--- src/rtl/qfmd_pkg.sv ---
// Package for the quadrature FM discriminator.
// Holds the CORDIC angle table, fixed-point widths and the pipeline tag type.
// No dependencies.
package qfmd_pkg;

  localparam int ATAN_LEN    = 24;
  localparam int ANGLE_W     = 33;
  localparam int PHASE_W     = 17;
  localparam int SENS_W      = 16;
  localparam int SENS_FRAC   = 12;
  localparam int FREQ_W      = 20;
  localparam int ROUND_SHIFT = 16;
  localparam int PHASE_LIMIT = 32768;

  localparam logic signed [SENS_W-1:0]  SENS_RESET = 16'sd4096;
  localparam logic signed [ANGLE_W-1:0] HALF_PI    = 33'sh040000000;

  localparam logic signed [ANGLE_W-1:0] ATAN_STEPS [ATAN_LEN] = '{
    33'sh020000000, 33'sh012E4051E, 33'sh009FB385B, 33'sh0051111D4,
    33'sh0028B0D43, 33'sh00145D7E1, 33'sh000A2F61E, 33'sh000517C55,
    33'sh00028BE53, 33'sh000145F2F, 33'sh0000A2F98, 33'sh0000517CC,
    33'sh000028BE6, 33'sh0000145F3, 33'sh000000A2FA, 33'sh00000517D,
    33'sh0000028BE, 33'sh00000145F, 33'sh000000A30, 33'sh000000518,
    33'sh00000028C, 33'sh000000146, 33'sh0000000A3, 33'sh000000051
  };

  typedef struct packed {
    logic valid;
    logic zero;
    logic last;
  } tag_t;

endpackage

--- src/rtl/qfmd_prod.sv ---
// Front end of the discriminator: conjugate product and quadrant pre-rotation.
// Three register stages feeding the CORDIC cell chain. Uses qfmd_pkg.
module qfmd_prod import qfmd_pkg::*; #(
  parameter int SW = 16,
  parameter int XW = 35
) (
  input  logic                      clk,
  input  logic                      rst_n,
  input  logic                      en,
  input  tag_t                      tag_in,
  input  logic signed [SW-1:0]      cur_i,
  input  logic signed [SW-1:0]      cur_q,
  input  logic signed [SW-1:0]      prev_i,
  input  logic signed [SW-1:0]      prev_q,
  output tag_t                      tag_out,
  output logic signed [XW-1:0]      x_out,
  output logic signed [XW-1:0]      y_out,
  output logic signed [ANGLE_W-1:0] z_out
);

  tag_t                     tag_a_r, tag_b_r, tag_c_r;
  logic signed [2*SW-1:0]   p_ii_r, p_qq_r, p_qi_r, p_iq_r;
  logic signed [XW-1:0]     re_r, im_r;
  logic signed [XW-1:0]     x_r, y_r;
  logic signed [ANGLE_W-1:0] z_r;

  always_ff @(posedge clk) begin
    if (!rst_n) begin
      tag_a_r <= '0;
      tag_b_r <= '0;
      tag_c_r <= '0;
    end else if (en) begin
      tag_a_r <= tag_in;
      tag_b_r <= tag_a_r;
      tag_c_r <= '{valid: tag_b_r.valid,
                   zero:  (re_r == '0) && (im_r == '0),
                   last:  tag_b_r.last};
    end
  end

  always_ff @(posedge clk) begin
    if (en) begin
      p_ii_r <= cur_i * prev_i;
      p_qq_r <= cur_q * prev_q;
      p_qi_r <= cur_q * prev_i;
      p_iq_r <= cur_i * prev_q;
      re_r   <= XW'(p_ii_r) + XW'(p_qq_r);
      im_r   <= XW'(p_qi_r) - XW'(p_iq_r);
      if (re_r[XW-1]) begin
        if (!im_r[XW-1]) begin
          x_r <= im_r;
          y_r <= -re_r;
          z_r <= HALF_PI;
        end else begin
          x_r <= -im_r;
          y_r <= re_r;
          z_r <= -HALF_PI;
        end
      end else begin
        x_r <= re_r;
        y_r <= im_r;
        z_r <= '0;
      end
    end
  end

  assign tag_out = tag_c_r;
  assign x_out   = x_r;
  assign y_out   = y_r;
  assign z_out   = z_r;

endmodule

--- config.mk ---
export PLATFORM = sky130hd
export DESIGN_NAME = qfmd_prod
export DESIGN_NICKNAME = d
export VERILOG_FILES = /design/src/rtl/qfmd_pkg.sv /design/src/rtl/qfmd_prod.sv
export SDC_FILE = /design/constraint.sdc
export NUM_CORES = 2
export LEC_CHECK = 0
export BUFFER_PORTS_ARGS = -buffer_cell sky130_fd_sc_hd__buf_2
export CAP_MARGIN = 20
export CORE_MARGIN = 5
export CORE_UTILIZATION = 58
export DETAILED_ROUTE_END_ITERATION = 12
export MAX_ROUTING_LAYER = met4
export PLACE_DENSITY = 0.84
export SLEW_MARGIN = 20
export SYNTH_ARGS = -nofsm -noshare
export SYNTH_HDL_FRONTEND = slang
export SYNTH_SLANG_ARGS = --single-unit
--- constraint.sdc ---
create_clock -name clk -period 7.7 [get_ports clk]
set_input_delay 1.155 -clock clk [delete_from_list [all_inputs] [get_ports clk]]
set_output_delay 1.155 -clock clk [all_outputs]
set_load 0.05 [all_outputs]
==> results.cfg <==
[run_status]
status = complete, no violations

[layout]
stdcell_count = 6894
drive_gt1_share_pct = 7.31
syn2layout_area_growth_pct = 7.92
ff_latch_area_um2 = 8130
nNetsFinal = 7183
multi_input_area_um2 = 39300
nFillCells = 7010
final_common_cell = inv_1
layout_common_cells = inv_1 (1237), fa_1 (1050), nand2_1 (564)

[sta]
slew_headroom_pct = 21.4
final.setup_skew_ns = 0.0240
setup_tns_ns = 0
fmaxAchievable_mhz = 136
tightest_slew_ns = 1.18
finalCriticalPeriod_ns = 7.36
fin_crit_sh_pct = 95.5
drv_slew = 0
rsz0062_at_grt = false
hold_viol_final = 0
setup_violations = 0

[cts]
cts.clk_slew.worst_paths_ns = 0.05
cts_tree = yes
clk-insertion-delay-late_ns = 0.56
post_cts_buffers = 0
cts_made_buffers = 34
cts_buffer_depth = 3
htreeDepth = 2
cts_resized = 0
numClockSinks = 273
cts_hold_buf = 0
clock-root-buffer = clkbuf_16

[route]
drt.antenna.violating_nets = 0
drtIter0Drc = 3350
firstDrtPassIters = 8
vias = 38500
wl_mm = 133
avgRoutedWirePerCell_um = 19.3
drc_errors = 0
via_per_inst = 5.58

[worst_setup_path]
required_ns = 8.00
cp_cell_sequence = buf_2 -> buf_4 -> and2_1 -> fa_1 -> inv_1 -> fa_1 -> fa_1 -> fa_1 -> inv_1 -> fa_1 -> fa_1 -> ha_1 -> a21oi_1 -> o21ai_0 -> a21oi_1 -> a2111o_1 -> o211ai_1 -> o41ai_1 -> o211ai_1 -> a21oi_1 -> xnor2_1 -> buf_4
crit_path_max_fanout = 22
cpMostUsedCell = fa_1
cpPeakStageDelay_ns = 0.63
worst_setup_path_start_kind = input pin
crit_family = adder cells
critPathArrivalTime_ns = 7.66
crit_type = input pin to register
worst-path-buf-inv = 5
critPathSlowestCell = o41ai_1
crit_path_end_kind = register

[global_routing]
antenna_found_initial = 12
grt_pass1_vias = 42200
grt_overflow = 0
grt_pass1_wl_mm = 220
grt_max_degree = 195
grt_use_total_pct = 29.1

[floorplan]
ios = 176
coreArea_um2 = 91200
std_cell_rows = 111
die_x_um = 312
die_h_um = 312
die-area_um2 = 97600
start_util_pct = 58.1

[yosys]
syn_area_um2 = 53000
synth_edf_count = 266
avgSynthCellArea_um2 = 9.60
synthAdderAreaFrac_pct = 48.9
synth_top_area_share_pct = 39.6
synthSimpleGateAreaFrac_pct = 14.0
async_flop_share_pct = 0
synth_top_family_by_area = adder cells
synth-seq-cells = 273
synthXorXnorAreaFrac_pct = 4.06
synthCells = 5523
synth_mux_area_share_pct = 0.189
synth.yosys.seq_area_share_pct = 15.3
synth_compound_area_share_pct = 6.67
synth_cell_types = 69
yosysWarningCount = 0
synth-main-ff-cell = edfxtp_1
ys_top_cells_by_area = fa_1 (40%), edfxtp_1 (15%), ha_1 (9.3%)
synth.largest_area_cell = fa_1

[placed_design]
hpwl_mm = 107
post-place-cells = 6818
gp_congestion = 0.937
port-buffer-count = 144

[hold_path]
hold_path.class = register to register

[run]
drv_cap = 0
[layer usage]
| metal | up-vias | share of wire (%) | track usage (%) | routed length [um] |
|---|---|---|---|---|
| met4 | 0 | 6.6 | 15.0 | 8720 |
| met5 | - | 0 | - | 0 |
| met1 | 19200 | 38 | 37.1 | 50900 |
| met3 | 355 | 9.6 | 5.60 | 12700 |
| met2 | 1829 | 46 | 44.8 | 60500 |
| li1 | 17100 | - | - | - |
[Yosys cell counts (8+ instances only)]
master / n
a211oi_1: 17
a21boi_0: 10
a21o_1: 64
a21oi_1: 227
a31oi_1: 20
and2_1: 507
and3_1: 11
buf_4: 31
clkbuf_1: 220
edfxtp_1: 266
fa_1: 1050
ha_1: 395
inv_1: 1237
mux2i_1: 10
nand2_1: 564
nand2b_1: 32
nand3_1: 27
nand4_1: 12
nor2_1: 204
nor2b_1: 25
nor3_1: 37
nor3b_1: 8
nor4_1: 10
o211ai_1: 10
o21a_1: 22
o21ai_0: 82
o21bai_1: 21
o31ai_1: 20
or2_2: 10
or3_1: 14
xnor2_1: 176
xor2_1: 70
[final cells by class]
cell class	instances	area share, %
Timing Repair Buffer	332	4.27
Multi-Input combinational cell	3789	68.7
Inverter	1238	8.12
Tap cell	1186	2.59
Clock inverter	21	0.466
Antenna cell	15	0.0656
Sequential cell	273	14.2
Clock buffer	40	1.62
[worst register-to-register path, delay by kind of cell, from the launching register on]
family,cells,cell delay [ns]
AOI/OAI and AO/OA,7,2.97
and+or+nand+nor,2,0.35
adders and majority gates,1,0.38
DFF,1,0.37
[registers in the layout, summed over array words and instances, names as in the netlist]
signal / cells
im_r: 33
p_ii_r: 32
p_iq_r: 32
p_qi_r: 32
p_qq_r: 32
re_r: 33
tag_a_r: 2
tag_b_r: 2
tag_out: 3
x_out: 35
y_out: 35
z_out: 2
[stage by stage]
stage	util, %	cell area, um^2	hold WS (ns)	worst slack [ns]
3_5_place_dp	61.4	56000	0.506	-0.0901
2_1_floorplan	-	53200	0.424	0.512
5_1_grt	62.7	57200	0.523	0.133
4_1_cts	62.7	57200	0.514	0.475
6_report	62.7	57200	0.502	0.344
3_3_place_gp	61.4	56000	0.472	-0.0559
[path summary, 6_finish.rpt]
check | from | endpoint | slack (ns) | depth (start not counted)
worst max-delay path | cur_i[7] | p_ii_r[30] | 0.34 | 22
worst min-delay path | tag_out[1] | tag_out[1] | 0.50 | 2
worst max register to register | p_qi_r[3] | im_r[27] | 3.25 | 10
worst min register to register | tag_out[1] | tag_out[1] | 0.50 | 2
[logic make-up after synthesis]
family | Yosys count
and+or+nand+nor | 1495
buffers and inverters | 1492
adders and majority gates | 1445
AOI/OAI and AO/OA | 561
DFF | 273
xor gates and xnor gates | 246
muxes | 10
other | 1
Power is not shown: default switching activity piles up to over one toggle a cycle in this logic, so the estimate is an artifact.
