==> config.mk <==
export PLATFORM = sky130hd
export DESIGN_NAME = qfmd_scale
export DESIGN_NICKNAME = d
export VERILOG_FILES = /design/src/rtl/qfmd_pkg.sv /design/src/rtl/qfmd_scale.sv
export SDC_FILE = /design/constraint.sdc
export NUM_CORES = 1
export LEC_CHECK = 0
export BUFFER_PORTS_ARGS = -buffer_cell sky130_fd_sc_hd__buf_4
export CORE_UTILIZATION = 35
export DETAILED_ROUTE_END_ITERATION = 12
export HOLD_SLACK_MARGIN = 0.06
export PLACE_DENSITY_LB_ADDON = 0.15
export REMOVE_ABC_BUFFERS = 1
export SKIP_LAST_GASP = 1
export SLEW_MARGIN = 20
export SYNTH_ARGS = -nofsm -noshare
export SYNTH_HDL_FRONTEND = slang
export SYNTH_SLANG_ARGS = --single-unit
==> constraint.sdc <==
create_clock -name clk -period 7.22 [get_ports clk]
set_clock_uncertainty 0.1 [all_clocks]
set_input_delay 0.361 -clock clk [delete_from_list [all_inputs] [get_ports clk]]
set_output_delay 0.361 -clock clk [all_outputs]
set_load 0.1 [all_outputs]
==> src/rtl/qfmd_pkg.sv <==
// Package for the quadrature FM discriminator.
// Holds the CORDIC angle table, fixed-point widths and the pipeline tag type.
// No dependencies.
package qfmd_pkg;

  localparam int ATAN_LEN    = 24;
  localparam int ANGLE_W     = 33;
  localparam int PHASE_W     = 17;
  localparam int SENS_W      = 16;
  localparam int SENS_FRAC   = 12;
  localparam int FREQ_W      = 20;
  localparam int ROUND_SHIFT = 16;
  localparam int PHASE_LIMIT = 32768;

  localparam logic signed [SENS_W-1:0]  SENS_RESET = 16'sd4096;
  localparam logic signed [ANGLE_W-1:0] HALF_PI    = 33'sh040000000;

  localparam logic signed [ANGLE_W-1:0] ATAN_STEPS [ATAN_LEN] = '{
    33'sh020000000, 33'sh012E4051E, 33'sh009FB385B, 33'sh0051111D4,
    33'sh0028B0D43, 33'sh00145D7E1, 33'sh000A2F61E, 33'sh000517C55,
    33'sh00028BE53, 33'sh000145F2F, 33'sh0000A2F98, 33'sh0000517CC,
    33'sh000028BE6, 33'sh0000145F3, 33'sh000000A2FA, 33'sh00000517D,
    33'sh0000028BE, 33'sh00000145F, 33'sh000000A30, 33'sh000000518,
    33'sh00000028C, 33'sh000000146, 33'sh0000000A3, 33'sh000000051
  };

  typedef struct packed {
    logic valid;
    logic zero;
    logic last;
  } tag_t;

endpackage

==> src/rtl/qfmd_scale.sv <==
// Back end of the discriminator: angle rounding, clamping and sensitivity gain.
// Its second stage is the output register of the block. Uses qfmd_pkg.
module qfmd_scale import qfmd_pkg::*; (
  input  logic                      clk,
  input  logic                      rst_n,
  input  logic                      en,
  input  tag_t                      tag_in,
  input  logic signed [ANGLE_W-1:0] z_in,
  input  logic signed [SENS_W-1:0]  sens,
  output logic                      valid,
  output logic signed [FREQ_W-1:0]  freq,
  output logic                      last
);

  localparam logic signed [ANGLE_W-1:0] ROUND_BIAS = ANGLE_W'(2 ** (ROUND_SHIFT - 1));
  localparam logic signed [ANGLE_W-1:0] CLAMP_HI   = ANGLE_W'(PHASE_LIMIT);
  localparam logic signed [ANGLE_W-1:0] CLAMP_LO   = -ANGLE_W'(PHASE_LIMIT);

  tag_t                             tag_d_r, tag_e_r;
  logic signed [ANGLE_W-1:0]        rounded;
  logic signed [PHASE_W-1:0]        phase_nxt, phase_r;
  logic signed [PHASE_W+SENS_W-1:0] product;
  logic signed [FREQ_W-1:0]         freq_r;

  always_comb begin
    rounded = (z_in + ROUND_BIAS) >>> ROUND_SHIFT;
    if (tag_in.zero) begin
      phase_nxt = '0;
    end else if (rounded > CLAMP_HI) begin
      phase_nxt = CLAMP_HI[PHASE_W-1:0];
    end else if (rounded < CLAMP_LO) begin
      phase_nxt = CLAMP_LO[PHASE_W-1:0];
    end else begin
      phase_nxt = rounded[PHASE_W-1:0];
    end
    product = phase_r * sens;
  end

  always_ff @(posedge clk) begin
    if (!rst_n) begin
      tag_d_r <= '0;
      tag_e_r <= '0;
    end else if (en) begin
      tag_d_r <= tag_in;
      tag_e_r <= tag_d_r;
    end
  end

  always_ff @(posedge clk) begin
    if (en) begin
      phase_r <= phase_nxt;
      freq_r  <= product[SENS_FRAC+FREQ_W-1:SENS_FRAC];
    end
  end

  assign valid = tag_e_r.valid;
  assign freq  = freq_r;
  assign last  = tag_e_r.last;

endmodule

==> metrics list <==
- Run status: finished, final reports clean
- Capturing element type of the critical path: register
- In this run the tightest slew margin relative to its limit is between 40% and 50%.
- The critical path starts at phase_r[9].
- The startpoint identified for the worst register-to-register timing path is phase_r[9].
- Static timing analysis puts the maximum clock frequency at about 150 MHz.
* Buffer type at the clock tree root: clkbuf_16
* Most area-hungry cell type in the Yosys netlist: fa_1
- Yosys printed 0 warnings.
* Row count: 66
* Async S/R FF share, synth: 0%
- Overall routing resource usage: 17.53%
- From left edge to right edge, the die measures roughly 180 µm.
- TritonCTS built the clock tree.
- In the routed design, unresolved DRC markers number 0.
* Number of CTS-inserted buffers: 5
* Share of Yosys cell area claimed by the top area cell type: between 40 and 50%
* Layout cell share with drive strength beyond 1: 7.765%
- Max-cap violations in this run came to 0.
- The total overflow left after global routing is 0.
- Entering global routing, the biggest net connects 42 pins.
- Clock Sink Count: 41
* Routed wirelength normalized by instance count: around 16 µm
- Placer Congestion: 0.7910
* Final net count: 1665
* Final worst path period share: roughly nine tenths
- Synthesized instance count: about 1200
* Largest fanout of any net on the critical path: 16
- Skew-Pair Late Insertion Delay: 0.30 ns
- The number of hold-slack violations in the final timing report is 0.
- Total number of vias: about 7900
- Flops & latches, synth: 41
- For this block, the initial DRC count from the detailed router was 267.
* Path type of the worst setup path: reg -> reg
- Number of flops mapped to enable cells by yosys: 37
- Port Buffer Count: slightly above 60
* H-Tree Level Count: 2
- Antenna Nets Post-Route: 0
- After legalization and detailed placement, the total HPWL measured roughly 22000 µm.
* Required time at the endpoint of the critical path: ~7.2 ns
- CTS max path bufs: 2
- The min-delay analysis places its worst path in the category in -> reg.
* Most instantiated flip-flop cell in the synthesis netlist: edfxtp_1
* Avg Synthesized Cell Area: about 9.6 µm²
- STA classifies the critical path startpoint as a register.
- Die Span Y: 184.6 µm
* Overall die area: between 30000 and 40000 µm²
- Number of buffers inserted by hold repair at cts: 0
- Arrival time worst endpoint: approximately 6.5 ns
- Total iterations of the first detailed-routing run: 4
- The worst path needs between 6 and 7 ns of the cycle, external delays included.
- Clk pin slew, worst setup/hold paths: roughly 0.08 ns
- Initial core utilization: 35.67%
- Number of setup violations in the final report: 0
- For the final routed database, the setup TNS stands at 0 ns.
* Final Max Slew Viols: 0
- Placed standard-cell area: 12600 µm²
- The core region is approximately 33000 µm².
- Leading cell types by total area after synthesis: fa_1 (46%), inv_1 (9.7%), edfxtp_1 (9.5%), ha_1 (8.6%), and2_1 (6.2%)
- Sequential cell area fraction in the yosys report: around a tenth
- The initial antenna violation count came to 0.
- The cell area that synthesis handed to floorplanning was around 12000 µm².
- The area growth from synthesis to layout is 9.342%.
- In the routed layout, each cell is associated on average with a via count of between 4 and 5.
- I/O pin count: between 70 and 80
* Number of global-route vias before repair: around 9000
- Distinct cell type count after synthesis: 56
* RSZ-0062 raised after global routing: false
* Transition at the pin with the smallest max-transition slack: between 0.7 and 0.8 ns
- Source of the worst hold timing path: rst_n
- Number of resized instances in the post-cts repair step: 0
- Design area: about 13000 µm²
- First-pass GRT wire length: around 46000 µm
- The routed design has about 27000 µm of wire.
- The number of setup buffers added after CTS is 0.
- 0 antenna diodes ended up in the layout.
==> through the flow <==
stage	hold slack, ns	setup slack, ns	util [%]	std cells
global route	0.2060	0.2444	39.01	1704
global placement	0.3978	0.6374	38.54	1696
CTS	0.1882	0.6000	39.01	1704
finish	0.1967	0.6535	39.01	1704
floorplan	0.3735	1.298	-	1178
detailed placement	0.4108	0.6247	38.54	1696
==> final timing paths <==
path	end	slack, ns	depth (start not counted)
min reg2reg	tag_d_r[2]	0.42	2
max	freq[17]	0.65	19
min	tag_d_r[0]	0.20	2
max reg2reg	freq[17]	0.65	19
==> cells by family (layout without fill, tap and decap cells) <==
kind of cell / after synthesis / count (layout) / synth area share (%)
AOI/OAI and AO/OA: 53 / 53 / 2.960
xor gates and xnor gates: 49 / 49 / 3.743
adders and majority gates: 349 / 349 / 54.74
buffers and inverters: 345 / 386 / 11.33
DFF: 41 / 41 / 10.21
muxes: 5 / 5 / 0.4397
and+or+nand+nor: 379 / 379 / 16.58
==> worst max-delay path: stages (launching register included) <==
cell and delay [ns]:
edfxtp_1 0.86, nand2_1 0.17, fa_1 0.57, inv_1 0.05, fa_1 0.50, fa_1 0.62, fa_1 0.45, fa_1 0.49
inv_1 0.05, fa_1 0.47, inv_1 0.04, ha_1 0.33, nand4_1 0.12, nor2_1 0.12, nand2_1 0.09, o211ai_1 0.37
nand3_1 0.22, and3b_1 0.26, or2_2 0.32, xnor2_1 0.12
==> synthesized netlist by cell type (3+ instances only) <==
library cell and number:
a21o_1 5, a21oi_1 15, and2_1 116, and3_1 8, buf_4 4, clkbuf_1 35, dfxtp_1 4, edfxtp_1 37
fa_1 269, ha_1 80, inv_1 301, mux2i_1 4, nand2_1 146, nand2b_1 8, nand3_1 17, nand4_1 6
nor2_1 44, nor2b_1 9, nor3_1 8, o211ai_1 3, o21ai_0 11, xnor2_1 36, xor2_1 12
==> registers in the layout, indices dropped and copies added, names as in the netlist <==
signal,flops
last,1
valid,1
phase_r,17
tag_d_r,2
freq,20
==> cells in the final DEF (no fill, tap or decap), types with 6 or more instances in the layout <==
master / count
edfxtp_1: 37
nor3_1: 8
and2_1: 116
and3_1: 8
xnor2_1: 36
nor2_1: 44
nand2b_1: 8
o21ai_0: 11
buf_4: 76
ha_1: 80
a21oi_1: 15
inv_1: 301
nand2_1: 146
nand3_1: 17
fa_1: 269
nand4_1: 6
xor2_1: 12
nor2b_1: 9
==> cell type report <==
type / count / area, µm²
Timing Repair Buffer: 76 / 570.5
Clock buffer: 5 / 125.1
Fill cell: 3412 / 19950
Tap cell: 442 / 553.0
Multi-Input combinational cell: 835 / 9154
Inverter: 302 / 1134
Clock inverter: 3 / 28.78
Sequential cell: 41 / 1191
==> per-layer routing <==
metal,track usage (%),vias up,wire length [µm]
li1,-,3677,-
met1,21.89,4134,11550
met2,32.47,98,13950
met3,1.561,23,551
met4,3.967,0,460
met5,0,-,0
Power is left out: the tool's default activity adds up to more than one toggle a clock period on the data nets, which glitch-free logic cannot reach.
