<file path="config.mk">
export PLATFORM = sky130hd
export DESIGN_NAME = qfmd_cell
export DESIGN_NICKNAME = d
export VERILOG_FILES = /design/src/rtl/qfmd_pkg.sv /design/src/rtl/qfmd_cell.sv
export SDC_FILE = /design/constraint.sdc
export NUM_CORES = 1
export LEC_CHECK = 0
export BUFFER_PORTS_ARGS = -buffer_cell sky130_fd_sc_hd__buf_2
export CAP_MARGIN = 20
export CORE_MARGIN = 8
export CORE_UTILIZATION = 48
export CTS_CLUSTER_DIAMETER = 200
export DETAILED_ROUTE_END_ITERATION = 7
export PLACE_DENSITY = 0.8
export SETUP_SLACK_MARGIN = 0.05
export SYNTH_ARGS = -nofsm -noshare
export SYNTH_HDL_FRONTEND = slang
export SYNTH_SLANG_ARGS = --single-unit
</file>
<file path="constraint.sdc">
create_clock -name clk -period 6.9 [get_ports clk]
set_input_delay 1.035 -clock clk [delete_from_list [all_inputs] [get_ports clk]]
set_output_delay 1.035 -clock clk [all_outputs]
set_load 0.02 [all_outputs]
</file>
<file path="src/rtl/qfmd_pkg.sv">
// Package for the quadrature FM discriminator.
// Holds the CORDIC angle table, fixed-point widths and the pipeline tag type.
// No dependencies.
package qfmd_pkg;

  localparam int ATAN_LEN    = 24;
  localparam int ANGLE_W     = 33;
  localparam int PHASE_W     = 17;
  localparam int SENS_W      = 16;
  localparam int SENS_FRAC   = 12;
  localparam int FREQ_W      = 20;
  localparam int ROUND_SHIFT = 16;
  localparam int PHASE_LIMIT = 32768;

  localparam logic signed [SENS_W-1:0]  SENS_RESET = 16'sd4096;
  localparam logic signed [ANGLE_W-1:0] HALF_PI    = 33'sh040000000;

  localparam logic signed [ANGLE_W-1:0] ATAN_STEPS [ATAN_LEN] = '{
    33'sh020000000, 33'sh012E4051E, 33'sh009FB385B, 33'sh0051111D4,
    33'sh0028B0D43, 33'sh00145D7E1, 33'sh000A2F61E, 33'sh000517C55,
    33'sh00028BE53, 33'sh000145F2F, 33'sh0000A2F98, 33'sh0000517CC,
    33'sh000028BE6, 33'sh0000145F3, 33'sh000000A2FA, 33'sh00000517D,
    33'sh0000028BE, 33'sh00000145F, 33'sh000000A30, 33'sh000000518,
    33'sh00000028C, 33'sh000000146, 33'sh0000000A3, 33'sh000000051
  };

  typedef struct packed {
    logic valid;
    logic zero;
    logic last;
  } tag_t;

endpackage

</file>
<file path="src/rtl/qfmd_cell.sv">
// One CORDIC vectoring cell: a single rotation step with registered outputs.
// Cells that differ only in STAGE form the chain in the top level. Uses qfmd_pkg.
module qfmd_cell import qfmd_pkg::*; #(
  parameter int XW    = 35,
  parameter int STAGE = 0
) (
  input  logic                      clk,
  input  logic                      rst_n,
  input  logic                      en,
  input  tag_t                      tag_in,
  input  logic signed [XW-1:0]      x_in,
  input  logic signed [XW-1:0]      y_in,
  input  logic signed [ANGLE_W-1:0] z_in,
  output tag_t                      tag_out,
  output logic signed [XW-1:0]      x_out,
  output logic signed [XW-1:0]      y_out,
  output logic signed [ANGLE_W-1:0] z_out
);

  tag_t                      tag_r;
  logic signed [XW-1:0]      x_r, y_r;
  logic signed [ANGLE_W-1:0] z_r;

  always_ff @(posedge clk) begin
    if (!rst_n) begin
      tag_r <= '0;
    end else if (en) begin
      tag_r <= tag_in;
    end
  end

  always_ff @(posedge clk) begin
    if (en) begin
      if (!y_in[XW-1]) begin
        x_r <= x_in + (y_in >>> STAGE);
        y_r <= y_in - (x_in >>> STAGE);
        z_r <= z_in + ATAN_STEPS[STAGE];
      end else begin
        x_r <= x_in - (y_in >>> STAGE);
        y_r <= y_in + (x_in >>> STAGE);
        z_r <= z_in - ATAN_STEPS[STAGE];
      end
    end
  end

  assign tag_out = tag_r;
  assign x_out   = x_r;
  assign y_out   = y_r;
  assign z_out   = z_r;

endmodule

</file>
==> metrics.csv, run 1 <==
metric,value,unit
rr_worst_depth,2,
diodes,0,
synth_area,0.00944,mm2
synth_cell_types,79,
r2r-start,tag_out[2]$_SDFFE_PN0P_,
design_area,0.0110,mm2
crit_fanout,4,
postSynthAreaPerCell,8.95,um2
clock-root-buffer,clkbuf_16,
critPathLaunchType,primary input,
die_w,156,um
hold_buffers,0,
grt_pass1_wl,45900,um
drtAntennaViolNets,0,
port-buffer-count,214,
cp.required,7.01,ns
p_per_area,208,mW/mm2
grt-ovfl-total,0,
utilization,56.6,%
dominantRegCellSynth,edfxtp_1,
status,finished clean,
register_area,0.00312,mm2
setup_viol,0,
cts_made_buffers,9,
cp-end-kind,flip-flop,
ioPinCount,215,
die_h,156,um
finalWirelength,29900,um
post-cts-setup-buffer-count,0,
crit_start,x_in[1],
max_freq,256,MHz
critical_path_arrival,4.02,ns
clock_latency,0.36,ns
first_pass_iters,5,
syn_to_final_growth,16.4,%
async_flop_share,0,%
fin_setup_tns,0,ns
max-vdd-ir-drop,103,uV
cts_buffer_depth,2,
path_class,in2reg,
rows,51,
placed_area,0.0107,mm2
maxCapViolCount,0,
drive_gt1_share,21.0,%
antenna_found_initial,0,
vias_per_cell,5.80,
synthCells,1055,
fin_skew,0,ns
critical_path.endpoint,x_out[31]$_DFFE_PP_,
synth-edff-count,102,
timing.rr.end,tag_out[2]$_SDFFE_PN0P_,
gp_congestion,1.01,
drc,0,
hp-class,reg2reg,
period_minus_slack,3.91,ns
cts_tree,built,
vias,8750,
grt_pass1_vias,8453,
ctsResizeCount,0,
synth-seq-cells,105,
clock_sinks,105,
tightestPinTransition,0.952,ns
drtIter0Drc,873,
synth_warnings,0,
initial_core_util,48.7,%
grt_max_degree,88,
multi_input_area,0.00570,mm2
ys_seq_area_share,33.1,%
p_leak,4.88,nW
finalNetCount,1456,
grt_usage,23.8,%
reg2reg_slack,6.29,ns
fin_crit_sh,56.6,%
rsz0062_at_grt,false,
dieArea,0.0244,mm2
slew_headroom,36.5,%
fp.coreArea,0.0194,mm2
synth_fp_nets,1272,
dp_hpwl,23600,um
hold_viol,0,
wl_per_cell,19.8,um
cts_max_level,3,
n_fill_cell,1792,
maxSlewViolCount,0,
clkSlewWorstSetupHoldPaths,0.09,ns
==> cell families after synthesis <==
group	Yosys count	share of synthesized area (%)
mux	26	2.76
xor+xnor	68	6.31
simple gates	242	12.2
buf+inv	154	6.54
compound gates	352	24.4
flops	105	33.1
fa+ha+maj	108	14.6
==> routing by layer <==
metal	vias to the layer above	GRT usage, %	part of all wire [%]
li1	4161	-	-
met1	4080	31.7	43
met2	457	38.6	45
met3	52	4.33	9.2
met4	0	7.14	2.2
met5	-	0	0
==> Yosys cell counts, types with 11 or more instances <==
library cell	number	area share (%)
o211ai_1	13	1.0
xnor2_1	59	5.5
a21oi_1	114	6.0
o21ai_1	23	1.2
nor2b_1	16	1.1
nor2_1	89	3.5
o21a_1	11	0.87
clkbuf_1	13	0.52
o21ai_0	56	3.0
nand2_1	53	2.1
mux2i_1	26	2.8
o21bai_1	24	1.9
nand3_1	16	0.85
inv_1	103	4.1
a21o_1	22	1.7
buf_2	22	1.2
edfxtp_1	102	32
ha_1	104	14
nand4_1	13	0.86
nor3_1	19	1.0
==> cell usage in the layout, fill, tap and decap left out, types with 5 or more instances in the layout <==
cell type | netlist | routed
a2111oi_0 | 5 | 5
a211oi_1 | 9 | 9
a21o_1 | 22 | 22
a21oi_1 | 114 | 114
a221oi_2 | 5 | 5
a31oi_1 | 6 | 6
buf_2 | 22 | 213
clkbuf_16 | 0 | 9
edfxtp_1 | 102 | 102
ha_1 | 104 | 104
inv_1 | 103 | 103
mux2i_1 | 26 | 26
nand2_1 | 53 | 53
nand2b_1 | 9 | 9
nand3_1 | 16 | 16
nand4_1 | 13 | 13
nor2_1 | 89 | 89
nor2b_1 | 16 | 16
nor3_1 | 19 | 19
o211ai_1 | 13 | 13
o21a_1 | 11 | 11
o21ai_0 | 56 | 56
o21ai_1 | 23 | 23
o21bai_1 | 24 | 24
o22ai_1 | 5 | 5
o31ai_1 | 8 | 8
xnor2_1 | 59 | 59
xor2_1 | 9 | 9
==> flip-flops by register name, indices dropped and copies added, names as in the netlist <==
| name | cells |
|---|---|
| tag_out | 3 |
| y_out | 34 |
| x_out | 35 |
| z_out | 33 |
==> critical path: stages <==
cell and delay, ns:
buf_2 0.14, inv_1 0.11, ha_1 0.34, nor2b_1 0.16
o31ai_1 0.31, a31oi_1 0.18, a2111oi_0 0.49, o21ai_1 0.25
a221oi_2 0.56, o2111ai_1 0.21, o21ai_1 0.16, xnor2_1 0.09
==> final cells by class <==
cell class              count  area share [%]
repair buffers            217            9.97
multi-input cells         796            51.9
inverters                 110            3.76
clock buffers               9            2.05
well taps                 265            3.02
clock inverters             7           0.934
flip-flops and latches    105            28.4
==> report_power, final <==
part           switching [mW]  internal [mW]  leakage (nW)
clock network           0.284          0.298         0.160
logic                   0.565          0.300          3.69
registers              0.0244          0.818          1.02
==> stage by stage <==
step / instances / worst slack (ns) / hold slack (ns) / power (mW)
after CTS: 1509 / 3.03 / 0.525 / 2.29
after global routing: 1509 / 2.76 / 0.551 / 2.40
after global placement: 1493 / 2.71 / 0.492 / 1.70
after floorplan: 1055 / 3.55 / 0.589 / 1.43
final: 1509 / 2.99 / 0.522 / 2.29
after detailed placement: 1493 / 2.68 / 0.504 / 1.71
==> worst min path at each step <==
| stage | endpoint | startpoint | depth (start not counted) | slack [ns] |
|---|---|---|---|---|
| CTS | tag_out[0]$_SDFFE_PN0P_ | tag_out[0]$_SDFFE_PN0P_ | 2 | 0.53 |
| floorplan | tag_out[0]$_SDFFE_PN0P_ | tag_out[0]$_SDFFE_PN0P_ | 2 | 0.59 |
| global route | tag_out[0]$_SDFFE_PN0P_ | tag_out[0]$_SDFFE_PN0P_ | 2 | 0.55 |
| global placement | tag_out[2]$_SDFFE_PN0P_ | tag_out[2]$_SDFFE_PN0P_ | 2 | 0.49 |
| finish | tag_out[1]$_SDFFE_PN0P_ | tag_out[1]$_SDFFE_PN0P_ | 2 | 0.52 |
| detailed placement | tag_out[0]$_SDFFE_PN0P_ | tag_out[0]$_SDFFE_PN0P_ | 2 | 0.50 |
Power figures use the tool's default switching activity.
==> run 2, diff against run 1 <==
--- a/config.mk
+++ b/config.mk
@@ -5,13 +5,14 @@
 export SDC_FILE = /design/constraint.sdc
 export NUM_CORES = 1
 export LEC_CHECK = 0
+export ABC_AREA = 1
 export BUFFER_PORTS_ARGS = -buffer_cell sky130_fd_sc_hd__buf_2
 export CAP_MARGIN = 20
 export CORE_MARGIN = 8
 export CORE_UTILIZATION = 48
 export CTS_CLUSTER_DIAMETER = 200
 export DETAILED_ROUTE_END_ITERATION = 7
-export PLACE_DENSITY = 0.8
+export PLACE_DENSITY = 0.79
 export SETUP_SLACK_MARGIN = 0.05
 export SYNTH_ARGS = -nofsm -noshare
 export SYNTH_HDL_FRONTEND = slang
==> constraint.sdc (replaced) <==
create_clock -name clk -period 3.9 [get_ports clk]
set_input_delay 0.585 -clock clk [delete_from_list [all_inputs] [get_ports clk]]
set_output_delay 0.585 -clock clk [all_outputs]
set_load 0.02 [all_outputs]
==> run 2 against run 1 <==
Net effect:
- sequential power grew 72%
- final cell count is 40% higher
- total power rose by 83%
- die area up 14%
- hold slack got worse by 0.13 ns
- via count increased by 33%
- sequential share of layout area fell by 3.4 points
- clock power is 71% higher
- clock skew stayed put
- largest power group unchanged
==> metrics.csv, run 2 <==
metric,value,unit,change
hp-class,in2reg,,
synth_compound_gate_area_share,13.6,%,-11 points
synth-edff-count,102,,unchanged
cts_tree,built,,
crit_start,x_in[12],,
grt_pass1_vias,11100,,+31%
fp.coreArea,0.0225,mm2,+16%
rows,55,,+7.8%
grt_pass1_wl,61300,um,+34%
hold_viol,0,,unchanged
yosys-top-cells-count,"nand2_1 (442), inv_1 (223), nand3_1 (150)",,
p_total,4.19,mW,+83%
hold_buffers,0,,unchanged
status,finished clean,,
synth_area,0.0109,mm2,+16%
grt_usage,28.0,%,+4.2 points
fin_skew,0,ns,unchanged
crit_fanout,12,,+8
ys_top_cells_by_area,"edfxtp_1 (28%), nand2_1 (15%), ha_1 (12%)",,
dominantRegCellSynth,edfxtp_1,,
p_leak,6.30,nW,+29%
maxSlewViolCount,0,,unchanged
yosysMostFrequentCell,nand2_1,,
maxCapViolCount,0,,unchanged
initial_core_util,48.6,%,about the same
rsz0062_at_grt,false,,
postSynthAreaPerCell,6.73,um2,-25%
ys_seq_area_share,28.5,%,-4.6 points
max-vdd-ir-drop,167,uV,+63%
critPathLaunchType,primary input,,
cts_max_level,3,,unchanged
diodes,0,,unchanged
hold_path.startpoint,z_in[3],,
cts_made_buffers,9,,unchanged
die_h,167,um,+6.9%
fin_crit_sh,71.5,%,
dp_hpwl,33600,um,+43%
port-buffer-count,214,,unchanged
grt_max_degree,71,,-19%
vias,11700,,+33%
tightestPinTransition,0.958,ns,+0.00579 ns
dieArea,0.0279,mm2,+14%
critical_path_arrival,2.82,ns,-1.20 ns
final_common_cell,nand2_1,,
die_w,167,um,+6.9%
period_minus_slack,2.79,ns,
antenna_found_initial,0,,unchanged
cp.required,3.93,ns,-3.08 ns
syn_to_final_growth,14.1,%,
synth_cell_types,43,,-46%
hold_path_depth,1,,-1
clock_sinks,105,,unchanged
synthCells,1627,,+54%
drtAntennaViolNets,0,,unchanged
p_per_area,336,mW/mm2,+61%
drive_gt1_share,17.4,%,-3.6 points
path_class,in2reg,,
clkSlewWorstSetupHoldPaths,0.08,ns,about the same
rr_worst_depth,2,,unchanged
ctsResizeCount,0,,unchanged
first_pass_iters,6,,+1
r2r-start,tag_out[0]$_SDFFE_PN0P_,,
cts_buffer_depth,2,,unchanged
finalNetCount,2033,,+40%
final_cell_mix,"nand2_1 (442), inv_1 (223), buf_2 (213)",,
synth_top_family_by_area,simple AND/OR/NAND/NOR gates,,
synth_top_area_share,28.0,%,-4.5 points
synth_fp_nets,1844,,+45%
setup_viol,0,,unchanged
slew_headroom,36.1,%,-0.39 points
ioPinCount,215,,unchanged
synthAdderAreaFrac,12.6,%,-2.0 points
synth-xor-area-share,2.16,%,-4.1 points
cp-end-kind,flip-flop,,
clock-root-buffer,clkbuf_16,,
synth-seq-cells,105,,unchanged
grt-ovfl-total,0,,unchanged
drtIter0Drc,1202,,+38%
finalWirelength,40200,um,+34%
clock_latency,0.37,ns,about the same
largest_reg_flops,35,,unchanged
drc,0,,unchanged
yosys.area.top_type,edfxtp_1,,
synth_warnings,0,,unchanged
synth-simple-area-share,32.0,%,+20 points
gp_congestion,1.02,,+1.5%
max_freq,359,MHz,
vias_per_cell,5.54,,-4.5%
fin_setup_tns,0,ns,unchanged
async_flop_share,0,%,unchanged
post-cts-setup-buffer-count,0,,unchanged
synthMuxAreaShare,0,%,-2.8 points
wl_per_cell,19.1,um,-3.8%
[run 2: cell types whose count changed after synthesis, sizes merged, moves of 9 or more]
cell    change
a211oi     -13
a21o       -16
inv       +140
mux2i      -26
nand2     +403
nand2b      -9
nand3     +135
nor2       +80
nor2b      -16
o211ai     -12
o21ai      +19
xnor2      -55
xor2       +14
[run 2: final timing paths]
kind,to,slack [ns]
max reg2reg,tag_out[0]$_SDFFE_PN0P_,3.28
max,x_out[13]$_DFFE_PP_,1.11
min reg2reg,tag_out[2]$_SDFFE_PN0P_,0.51
min,z_out[3]$_DFFE_PP_,0.39
[run 2: metrics by stage]
step | std cells | worst slack [ns] | cell area [um2] | hold WS, ns | util [%]
after floorplan | 1627 | 1.57 | 10900 | 0.590 | -
after global placement | 2090 | 0.771 | 12200 | 0.476 | 54.1
after detailed placement | 2090 | 0.741 | 12200 | 0.499 | 54.1
after CTS | 2106 | 1.12 | 12500 | 0.389 | 55.5
after global routing | 2106 | 0.866 | 12500 | 0.379 | 55.5
final | 2106 | 1.11 | 12500 | 0.389 | 55.5
[run 2: worst max-delay path: stages]
cell and delay (ns):
buf_2 0.11, inv_1 0.04, ha_1 0.49, a21oi_1 0.45, o21ai_0 0.27, a21oi_1 0.26
nand2_1 0.20, o21ai_0 0.24, o22ai_1 0.18
[run 2: power by group]
| group | switching (mW) | internal [mW] | leakage, nW |
|---|---|---|---|
| combinational | 1.22 | 0.518 | 5.12 |
| clock | 0.485 | 0.513 | 0.151 |
| sequential | 0.0404 | 1.41 | 1.02 |
[run 2: per-layer routing]
| layer | up-vias | GRT usage (%) | wire [um] | share of wire (%) |
|---|---|---|---|---|
| met5 | - | 0 | 0 | 0 |
| met4 | 0 | 7.68 | 865 | 2.2 |
| met3 | 58 | 5.13 | 4090 | 10 |
| met2 | 633 | 42.6 | 17100 | 43 |
| met1 | 5337 | 39.8 | 18100 | 45 |
| li1 | 5632 | - | - | - |
[run 2: area by class of cell]
cell class	count	area, um2
Inverter	248	931
Clock inverter	7	87.6
Sequential cell	105	3120
Timing Repair Buffer	224	1150
Clock buffer	9	225
Multi-Input combinational cell	1228	6610
Tap cell	285	357
Fill cell	2238	10000
[run 2: logic make-up (layout without fill, tap and decap cells)]
family,after synthesis,after routing
and+or+nand+nor,822,822
buffers and inverters,294,488
AOI/OAI and AO/OA,271,271
adders and majority gates,108,108
DFF,105,105
xor gates and xnor gates,27,27
